[src/mono_page_framebuffer_text_top_macros.svh]
// assertion macros shared by the mono page framebuffer text block
// no dependencies; included by the controller and the datapath
`ifndef MONO_PAGE_FRAMEBUFFER_TEXT_TOP_MACROS_SVH
`define MONO_PAGE_FRAMEBUFFER_TEXT_TOP_MACROS_SVH

// same-cycle implication, off while reset is asserted
`define MPFT_ASSERT_IMP(label, clk, rst_n, ante, cons, msg) \
	label: assert property (@(posedge clk) disable iff (!rst_n) (ante) |-> (cons)) \
		else $error(msg);

// next-cycle implication, off while reset is asserted
`define MPFT_ASSERT_NXT(label, clk, rst_n, ante, cons, msg) \
	label: assert property (@(posedge clk) disable iff (!rst_n) (ante) |=> (cons)) \
		else $error(msg);

`endif

[src/mpft_pkg.sv]
// shared constants, codes and controller/datapath interface types
// no dependencies
package mpft_pkg;

	localparam int SCREEN_WIDTH  = 128;
	localparam int SCREEN_HEIGHT = 32;
	localparam int GLYPH_WORDS   = 4096;

	localparam int FB_PAGES  = (SCREEN_HEIGHT + 7) / 8;
	localparam int FB_BYTES  = SCREEN_WIDTH * FB_PAGES;
	localparam int FB_AW     = $clog2(FB_BYTES);
	localparam int FB_CALC_W = 16;
	localparam int GL_AW     = $clog2(GLYPH_WORDS);
	localparam int GL_CALC_W = 14;

	localparam logic [7:0] CODE_FIRST = 8'd32;
	localparam logic [7:0] CODE_LAST  = 8'd126;
	localparam logic [7:0] BYTE_ONES  = 8'hFF;
	localparam logic [7:0] BYTE_ZERO  = 8'h00;

	// configuration register indexes
	localparam logic [1:0] CFG_INVERT  = 2'd0;
	localparam logic [1:0] CFG_GWIDTH  = 2'd1;
	localparam logic [1:0] CFG_GHEIGHT = 2'd2;

	typedef enum logic [2:0] {
		MODE_PIXEL  = 3'd0,
		MODE_FILL   = 3'd1,
		MODE_CURSOR = 3'd2,
		MODE_CHAR   = 3'd3,
		MODE_LOAD   = 3'd4,
		MODE_READ   = 3'd5
	} mode_t;

	typedef enum logic [1:0] {
		STAT_DONE    = 2'd0,
		STAT_NOROOM  = 2'd1,
		STAT_BADCODE = 2'd2
	} status_t;

	// controller to datapath
	typedef struct packed {
		logic    capture;
		logic    decode;
		logic    set_status;
		status_t status_val;
		logic    sweep_wr;
		logic    sweep_fill;
		logic    pix_char;
		logic    fb_rd;
		logic    fb_rd_byte;
		logic    fb_wr_pix;
		logic    rd_latch;
		logic    gl_wr;
		logic    gl_rd;
		logic    gl_latch;
		logic    row_clr;
		logic    row_inc;
		logic    col_clr;
		logic    col_inc;
		logic    cur_set;
		logic    cur_adv;
		logic    out_load;
	} ctl_cmd_t;

	// datapath to controller
	typedef struct packed {
		logic [2:0] mode;
		logic       pix_ok;
		logic       code_ok;
		logic       room_ok;
		logic       load_ok;
		logic       read_ok;
		logic       sweep_last;
		logic       row_done;
		logic       col_done;
		logic       out_free;
	} dp_sts_t;

endpackage

[src/mpft_ctrl.sv]
// controller fsm: sequences clear, fill, pixel, read, cursor, load and char work
// depends on mpft_pkg and the assertion macro header
`include "mono_page_framebuffer_text_top_macros.svh"

module mpft_ctrl (
	input  logic               clk,
	input  logic               arst_n,
	input  logic               in_valid,
	output logic               in_stall,
	output mpft_pkg::ctl_cmd_t cmd,
	input  mpft_pkg::dp_sts_t  sts
);
	import mpft_pkg::*;

	typedef enum logic [10:0] {
		S_CLEAR   = 11'b000_0000_0001,
		S_IDLE    = 11'b000_0000_0010,
		S_DECODE  = 11'b000_0000_0100,
		S_PIX_WR  = 11'b000_0000_1000,
		S_FILL    = 11'b000_0001_0000,
		S_RD_LAT  = 11'b000_0010_0000,
		S_CH_ROW  = 11'b000_0100_0000,
		S_CH_GLAT = 11'b000_1000_0000,
		S_CH_COL  = 11'b001_0000_0000,
		S_CH_WR   = 11'b010_0000_0000,
		S_DONE    = 11'b100_0000_0000
	} state_t;

	state_t state_q, state_nx;

	always_ff @(posedge clk or negedge arst_n) begin
		if (!arst_n) begin
			state_q <= S_CLEAR;
		end else begin
			state_q <= state_nx;
		end
	end

	assign in_stall = (state_q != S_IDLE);

	always_comb begin
		cmd            = '0;
		cmd.status_val = STAT_DONE;
		state_nx       = state_q;
		case (state_q)
			S_CLEAR: begin
				cmd.sweep_wr = 1'b1;
				if (sts.sweep_last) begin
					state_nx = S_IDLE;
				end
			end
			S_IDLE: begin
				if (in_valid) begin
					cmd.capture = 1'b1;
					state_nx    = S_DECODE;
				end
			end
			S_DECODE: begin
				cmd.decode     = 1'b1;
				cmd.set_status = 1'b1;
				state_nx       = S_DONE;
				case (sts.mode)
					MODE_PIXEL: begin
						if (sts.pix_ok) begin
							cmd.fb_rd = 1'b1;
							state_nx  = S_PIX_WR;
						end else begin
							cmd.status_val = STAT_NOROOM;
						end
					end
					MODE_FILL: begin
						state_nx = S_FILL;
					end
					MODE_CURSOR: begin
						cmd.cur_set = 1'b1;
					end
					MODE_CHAR: begin
						if (!sts.code_ok) begin
							cmd.status_val = STAT_BADCODE;
						end else if (!sts.room_ok) begin
							cmd.status_val = STAT_NOROOM;
						end else begin
							cmd.row_clr = 1'b1;
							state_nx    = S_CH_ROW;
						end
					end
					MODE_LOAD: begin
						if (sts.load_ok) begin
							cmd.gl_wr = 1'b1;
						end else begin
							cmd.status_val = STAT_NOROOM;
						end
					end
					MODE_READ: begin
						if (sts.read_ok) begin
							cmd.fb_rd_byte = 1'b1;
							state_nx       = S_RD_LAT;
						end else begin
							cmd.status_val = STAT_NOROOM;
						end
					end
					default: begin
						state_nx = S_DONE;
					end
				endcase
			end
			S_PIX_WR: begin
				cmd.fb_wr_pix = 1'b1;
				state_nx      = S_DONE;
			end
			S_FILL: begin
				cmd.sweep_wr   = 1'b1;
				cmd.sweep_fill = 1'b1;
				if (sts.sweep_last) begin
					state_nx = S_DONE;
				end
			end
			S_RD_LAT: begin
				cmd.rd_latch = 1'b1;
				state_nx     = S_DONE;
			end
			S_CH_ROW: begin
				cmd.pix_char = 1'b1;
				if (sts.row_done) begin
					cmd.cur_adv = 1'b1;
					state_nx    = S_DONE;
				end else begin
					cmd.gl_rd = 1'b1;
					state_nx  = S_CH_GLAT;
				end
			end
			S_CH_GLAT: begin
				cmd.pix_char = 1'b1;
				cmd.gl_latch = 1'b1;
				cmd.col_clr  = 1'b1;
				state_nx     = S_CH_COL;
			end
			S_CH_COL: begin
				cmd.pix_char = 1'b1;
				if (sts.col_done) begin
					cmd.row_inc = 1'b1;
					state_nx    = S_CH_ROW;
				end else begin
					cmd.fb_rd = 1'b1;
					state_nx  = S_CH_WR;
				end
			end
			S_CH_WR: begin
				cmd.pix_char  = 1'b1;
				cmd.fb_wr_pix = 1'b1;
				cmd.col_inc   = 1'b1;
				state_nx      = S_CH_COL;
			end
			S_DONE: begin
				if (sts.out_free) begin
					cmd.out_load = 1'b1;
					state_nx     = S_IDLE;
				end
			end
			default: begin
				state_nx = S_IDLE;
			end
		endcase
	end

	`MPFT_ASSERT_NXT(a_accept_to_decode, clk, arst_n, (state_q == S_IDLE) && in_valid, state_q == S_DECODE, "accepted item did not move to decode")
	`MPFT_ASSERT_IMP(a_char_write_legal, clk, arst_n, state_q == S_CH_WR, sts.code_ok && sts.room_ok, "character pixel write without a legal character")
	`MPFT_ASSERT_IMP(a_glyph_write_legal, clk, arst_n, cmd.gl_wr, sts.load_ok && (sts.mode == MODE_LOAD), "glyph write outside a legal load")

endmodule

[config.mk]
export PLATFORM = sky130hd
export DESIGN_NAME = mpft_ctrl
export DESIGN_NICKNAME = d
export VERILOG_FILES = /design/src/mpft_pkg.sv /design/src/mpft_ctrl.sv
export VERILOG_INCLUDE_DIRS = /design/src /design/src/src
export SDC_FILE = /design/constraint.sdc
export NUM_CORES = 1
export LEC_CHECK = 0
export BUFFER_PORTS_ARGS = -buffer_cell sky130_fd_sc_hd__buf_2
export CORE_MARGIN = 2
export CORE_UTILIZATION = 41
export CTS_CLUSTER_SIZE = 25
export DETAILED_ROUTE_END_ITERATION = 10
export GPL_ROUTABILITY_DRIVEN = 0
export GPL_TIMING_DRIVEN = 1
export HOLD_SLACK_MARGIN = 0.06
export PLACE_DENSITY = 0.71
export SKIP_LAST_GASP = 1
export SYNTH_ARGS = -nofsm -noshare
export SYNTH_HDL_FRONTEND = slang
export SYNTH_SLANG_ARGS = --single-unit
[constraint.sdc]
create_clock -name clk -period 1.9 [get_ports clk]
set_input_delay 0.095 -clock clk [delete_from_list [all_inputs] [get_ports clk]]
set_output_delay 0.095 -clock clk [all_outputs]
set_load 0.1 [all_outputs]
==> results of run 1 <==
Yosys cell counts (3+ instances only):
master | count | area (sq um)
nand2_1 | 6 | 22.52
and3_1 | 5 | 31.28
nor2_1 | 11 | 41.29
nor2b_1 | 5 | 31.28
o21ai_0 | 3 | 15.01
and2_1 | 3 | 18.77
dfrtp_1 | 10 | 250.2
nor3_1 | 4 | 20.02
nand3_1 | 3 | 15.01
inv_1 | 7 | 26.28
logic make-up after synthesis:
logic type,Yosys count,synth area share [%]
compound gates,13,12.87
xor+xnor,2,2.071
buf+inv,11,5.916
flops,11,32.69
simple gates,60,46.45
through the flow:
step | TNS [ps] | hold WS [ps] | cells | instance area [sq um] | utilization (%)
after detailed placement | -5.315 | -24.51 | 174 | 1683 | 85.78
after global placement | 0 | -26.48 | 174 | 1683 | 85.78
after floorplan | -2665 | -200.6 | 97 | 1037 | -
after CTS | -2696 | 87.71 | 189 | 1882 | 95.92
repair_timing:
action / in CTS
hold buffers: 2
setup buffers: 9
pin swaps: 9
endpoints found under the setup margin: 19
resized for setup: 18
endpoints found under the hold margin: 12
==> reports/qor.yml, run 1 <==
netlist_instances: 97
die_w_microns: 49.42
cts.sinks: 11
ys_async_sr_fraction_pct: 100.0
dieHeight_microns: 49.42
cts_root_buffer: "clkbuf_4"
syn_area_per_cell_sq_um: 8.720
syn-cell-area_sq_um: 845.8
worst-ep-kind: "top-level output"
ys_ff_latch: 11
ys.flop_type: "dfrtp_1"
grt_max_degree: 12
outcome: "aborted with a tool error"
initial_utilization_pct: 43.11
io_buffers: 37
lastStage: "global routing (5_1_grt)"
ys_seq_area_share_pct: 32.69
dpl_worst_slack_ps: -5.315
clk_path_buf_depth: 2
antenna_found_initial: 0
ios: 38
numCtsBuffers: 3
grt-worst-endpoint: "cmd[13]"
h-tree-depth: 1
syn-num-nets: 112
synth-edff-count: 0
yosys_warnings: 0
error_line: "[ERROR DPL-0033] detailed placement checks failed during check placement."
rows: 16
netlist-cell-type-count: 42
dp_hpwl_microns: 2394
==> run 2, diff against run 1 <==
Settings changed: CORE_AREA set to 2 2 63 65, CORE_MARGIN 2 to unset, CORE_UTILIZATION 41 to unset, CTS_CLUSTER_SIZE 25 to unset, DIE_AREA set to 0 0 65 67, HOLD_SLACK_MARGIN 0.06 to unset, PLACE_DENSITY 0.71 to unset, PLACE_DENSITY_LB_ADDON set to 0.15.
==> run 2 against run 1 <==
Net effect:
- the flow now finishes, with violations (negative setup slack)
- synthesized cell count unchanged
- area after synthesis did not move
==> reports/qor.yml, run 2 <==
clkSlewWorstSetupHoldPaths_ps: 50
worst_setup_path_start_kind: "flip-flop"
ys_async_sr_fraction_pct: 100.0
ys.flop_type: "dfrtp_1"
p_leak_uw: 0.0008362
required_ps: 1800
irDropWorstVdd_v: 0.0003150
netlist-cell-type-count: 42
yosys-top-cells-area: "dfrtp_1 30%, nor2_1 4.9%, and3_1 3.7%"
core_area_sq_um: 3606
ys_ff_latch: 11
failed_checks: "negative setup slack"
yosysTopAreaCellShare_pct: 29.59
grtUsageTotal_pct: 13.58
h-tree-depth: 1
routed_via_density: 4.559
numCtsBuffers: 3
drc: 0
vias: 962
tightest_slew_ps: 421.9
r2r-start: "state_q[8]"
hold_viol: 0
grt_overflow_total: 0
grt_pass1_wl_microns: 4581
cts_root_buffer: "clkbuf_8"
final_cell_mix: "23 x buf_12, 22 x buf_4, 14 x buf_2"
drive_above_1_share_pct: 66.26
synth_largest_area_cell: "dfrtp_1"
timing.fmax_mhz: 478.8
syn_area_per_cell_sq_um: 8.720
period_share_pct: 109.9
synth-edff-count: 0
outcome: "complete, but fails checks"
worstSetupPathType: "reg -> out"
cp-end-kind: "output pin"
clock_skew_ps: 3.909
reg2reg_slack_ps: -10
dpl_worst_slack_ps: -59.03
reg.largest.list: "state_q x11"
clkLatencyLatePin_ps: 240
wirelength_microns: 2695
crit_path_end: "cmd[11]"
ant_nets: 0
grt_max_degree: 12
fin_area_sq_um: 1967
dieHeight_microns: 67
syn-num-nets: 112
dp_hpwl_microns: 2177
largest_register_ff_count: 11
n_antenna_cell: 0
maxCapViolCount: 0
synthTopCellsByCount: "11 x nor2_1, 10 x dfrtp_1, 7 x inv_1"
nNetsFinal: 179
antenna_found_initial: 0
clk_path_buf_depth: 2
slew_viol_final: 0
yosys_warnings: 0
drtIter0Drc: 23
layout_commonest_cell: "buf_12"
ys_seq_area_share_pct: 32.69
reg2reg_depth: 7
rows: 22
initial_utilization_pct: 23.46
dp.cells: 196
n_fill_cell: 296
powerDensity_nw_per_um2: 918.6
fin_cells: 211
cts_tree: "done"
max_slew_margin_pct: 71.58
finalSetupViolCount: 13
area_growth_pct: 132.5
worstHoldStart: "sts[2]"
rsz0062_at_grt: "yes"
die_w_microns: 65
cp_max_fo: 3
cts.sinks: 11
crit_arrival_ps: 1990
setup_tns_ps: -1319
rr_endpoint: "state_q[1]"
die_area_sq_um: 4355
fin_ws_ps: -188.8
netlist_instances: 97
syn-cell-area_sq_um: 845.8
min_period_ps: 2089
ios: 38
place_area_sq_um: 1717
grt_pass1_vias: 1016
hp-class: "in -> reg"
top_register: "state_q"
post_drt_wl_per_cell_microns: 12.77
io_buffers: 37
startpoint: "state_q[4]"
synth_most_common_cell: "nor2_1"
firstDrtPassIters: 4
## run 2: cell counts after synthesis
Identical to the previous run, type by type.
## run 2: where the power goes
part / switching [uW] / internal, uW / total [uW]
registers: 32.4 / 264 / 296
logic: 750 / 528 / 1280
clock network: 85.5 / 147 / 233
## run 2: what timing repair did
action                                 CTS  global route
pin swaps                               13             7
setup endpoints to repair               18            22
gates cloned                             0             0
resized for setup                       14            11
hold buffers                             1             0
endpoints found under the hold margin   11             0
buffers inserted                         5             6
## run 2: kinds of logic (layout without fill, tap and decap cells)
group,after synthesis,after routing,synth area share [%]
simple gates,60,60,46.45
buf+inv,11,77,5.916
flops,11,11,32.69
compound gates,13,13,12.87
xor+xnor,2,2,2.071
## run 2: final cells by class
| class | instances | area (sq um) | share of cell area (%) |
|---|---|---|---|
| Clock buffer | 4 | 45.04 | 2.290 |
| Sequential cell | 11 | 279.0 | 14.19 |
| Timing Repair Buffer | 65 | 762.0 | 38.74 |
| Multi-Input combinational cell | 75 | 770.7 | 39.19 |
| Tap cell | 48 | 60.06 | 3.053 |
| Inverter | 8 | 50.05 | 2.545 |
## run 2: metrics by stage
stage,total power (uW),utilization [%],hold WS (ps)
CTS,1745,52.60,64.55
global route,1906,54.55,84.33
floorplan,1040,-,-200.6
finish,1807,54.55,73.02
global placement,1353,47.61,-21.98
detailed placement,1363,47.61,-18.54
## run 2: worst max-delay path: stages (launching register included)
cell	delay (ps)
dfrtp_2	430
nor4_4	310
nand3_2	170
or4b_4	600
nand2_8	90
buf_12	160
## run 2: worst min path at each step
stage                  end  cells after the start
4_1_cts         state_q[7]                      2
3_3_place_gp    state_q[8]                      1
5_1_grt         state_q[7]                      2
2_1_floorplan  state_q[10]                      0
3_5_place_dp    state_q[7]                      1
6_report        state_q[7]                      2
## run 2: layer usage
layer	global-route usage [%]	vias to the layer above	part of all wire, %
li1	-	491	-
met2	22.55	27	48
met3	2.196	2	4.2
met4	5.585	0	1.3
met1	17.45	442	46
met5	0	-	0
Note: power is estimated with default switching activity, not from simulation.
==> run 3, diff against run 2 <==
Settings changed: CELL_PAD_IN_SITES_DETAIL_PLACEMENT set to 2, CELL_PAD_IN_SITES_GLOBAL_PLACEMENT set to 2.
==> run 3 against run 2 <==
Net effect:
- the run still ends with negative setup slack left
- first-iteration DRC count up 100%
- sequential power about the same
- via count up 16%
- non-clock buffer count up 15
- routed wire length up 110%
- critical path depth up 1
- cell count up 7.1%
- worst hold slack worse by 9.1 ps
- count of clock-buffer cells in the layout unchanged
- setup slack worse by 210 ps
- register-to-register slack worse by 290 ps
- critical path type unchanged
- highest routed layer unchanged
==> reports/qor.yml, run 3 (synthesized netlist as in run 2, its figures left out) <==
cts_tree: "done"
path_cells: "nor4_4, buf_4, nand3_4, or4b_4, nand2_8, buf_12"
io_buffers: 37
numCtsBuffers: 3
grt_overflow_total: 0
dieHeight_microns: 67
post_drt_wl_per_cell_microns: 24.87
hold_ws_ps: 63.89
worst_setup_path_start_kind: "flip-flop"
grtUsageTotal_pct: 23.96
cts.sinks: 11
maxCapViolCount: 0
drtIter0Drc: 46
reg.largest.list: "state_q x11"
slew_viol_final: 0
top_register: "state_q"
nNetsFinal: 194
n_antenna_cell: 0
cp_max_fo: 3
vias: 1117
cts_root_buffer: "clkbuf_8"
hold_viol: 0
finalSetupViolCount: 29
h-tree-depth: 1
dp_hpwl_microns: 2887
core_area_sq_um: 3606
power_uw: 2193
rsz0062_at_grt: "yes"
die_w_microns: 65
p_leak_uw: 0.0009366
slowest_delay_ps: 590
drive_above_1_share_pct: 73.60
ant_nets: 0
clkLatencyLatePin_ps: 260
tightest_slew_ps: 432.5
antenna_found_initial: 0
slowest_stage: "or4b_4"
drc: 0
powerDensity_nw_per_um2: 1011
n_fill_cell: 335
outcome: "complete, but fails checks"
clock_skew_ps: 4.046
period_share_pct: 120.9
fin_ws_ps: -396.4
dpl_worst_slack_ps: -98.17
worstSetupPathType: "reg -> out"
irDropWorstVdd_v: 0.0006574
grt_pass1_wl_microns: 7486
crit_arrival_ps: 2200
cp-end-kind: "output pin"
min_period_ps: 2296
final_cell_mix: "30 x buf_4, 26 x buf_12, 14 x buf_2"
grt_max_degree: 12
area_growth_pct: 156.4
firstDrtPassIters: 4
required_ps: 1800
initial_utilization_pct: 23.46
timing.fmax_mhz: 435.5
rows: 22
failed_checks: "negative setup slack"
ios: 38
wirelength_microns: 5620
grt_pass1_vias: 1289
max_slew_margin_pct: 70.97
routed_via_density: 4.942
fin_area_sq_um: 2168
place_area_sq_um: 1744
clk_path_buf_depth: 2
largest_register_ff_count: 11
clkSlewWorstSetupHoldPaths_ps: 60
hp-class: "in -> reg"
die_area_sq_um: 4355
layout_commonest_cell: "buf_4"
## run 3: cell count changes in the layout (fill, tap and decap cells not counted), moves of 2 or more
cell	previous run	this run
and2_4	1	3
buf_12	23	26
buf_4	22	30
buf_6	5	9
## run 3: final cells by class
class | count | area (sq um) | area share [%]
inverters | 8 | 50.05 | 2.308
multi-input cells | 75 | 807.0 | 37.22
flip-flops and latches | 11 | 279.0 | 12.87
clock buffers | 4 | 45.04 | 2.077
well taps | 48 | 60.06 | 2.770
repair buffers | 80 | 927.1 | 42.76
## run 3: path summary, 6_finish.rpt
check | startpoint | to | slack (ps) | depth (start not counted)
max reg2reg | state_q[6] | state_q[4] | -300 | 9
max in group asynchronous | arst_n | state_q[0] | 1390 | 2
min in group asynchronous | arst_n | state_q[10] | 240 | 2
min | sts[2] | state_q[7] | 60 | 2
max | state_q[6] | cmd[11] | -400 | 6
min reg2reg | state_q[0] | state_q[0] | 550 | 1
## run 3: where the power goes
part / internal, uW / switching (uW) / total [uW]
clock: 149 / 128 / 277
combinational: 702 / 919 / 1620
sequential: 263 / 32.1 / 295
## run 3: worst max-delay path, delay by kind of cell, from the launching register on
| family | cells | cell delay, ps |
|---|---|---|
| simple gates | 4 | 1150 |
| buf+inv | 2 | 370 |
| flops | 1 | 420 |
## run 3: timing repair
item                       4_1_cts  5_1_grt
hold endpoints to repair        11        0
buffers inserted                11       15
pin swaps                       15       14
resized for setup               23       20
setup endpoints to repair       21       29
hold buffers                     1        0
## run 3: per-stage QoR
step / TNS (ps) / utilization, % / std cells
floorplan: -2665 / - / 97
global placement: -1.787 / 48.37 / 198
detailed placement: -463.7 / 48.37 / 198
CTS: -3324 / 55.00 / 213
global route: -8918 / 60.13 / 226
finish: -6298 / 60.13 / 226
## run 3: metal layers
layer | share of wire, % | GRT usage [%] | vias to the layer above
li1 | - | - | 518
met1 | 40 | 26.74 | 552
met2 | 55 | 46.39 | 37
met3 | 2.9 | 3.547 | 10
met4 | 1.5 | 7.181 | 0
met5 | 0 | 0 | -
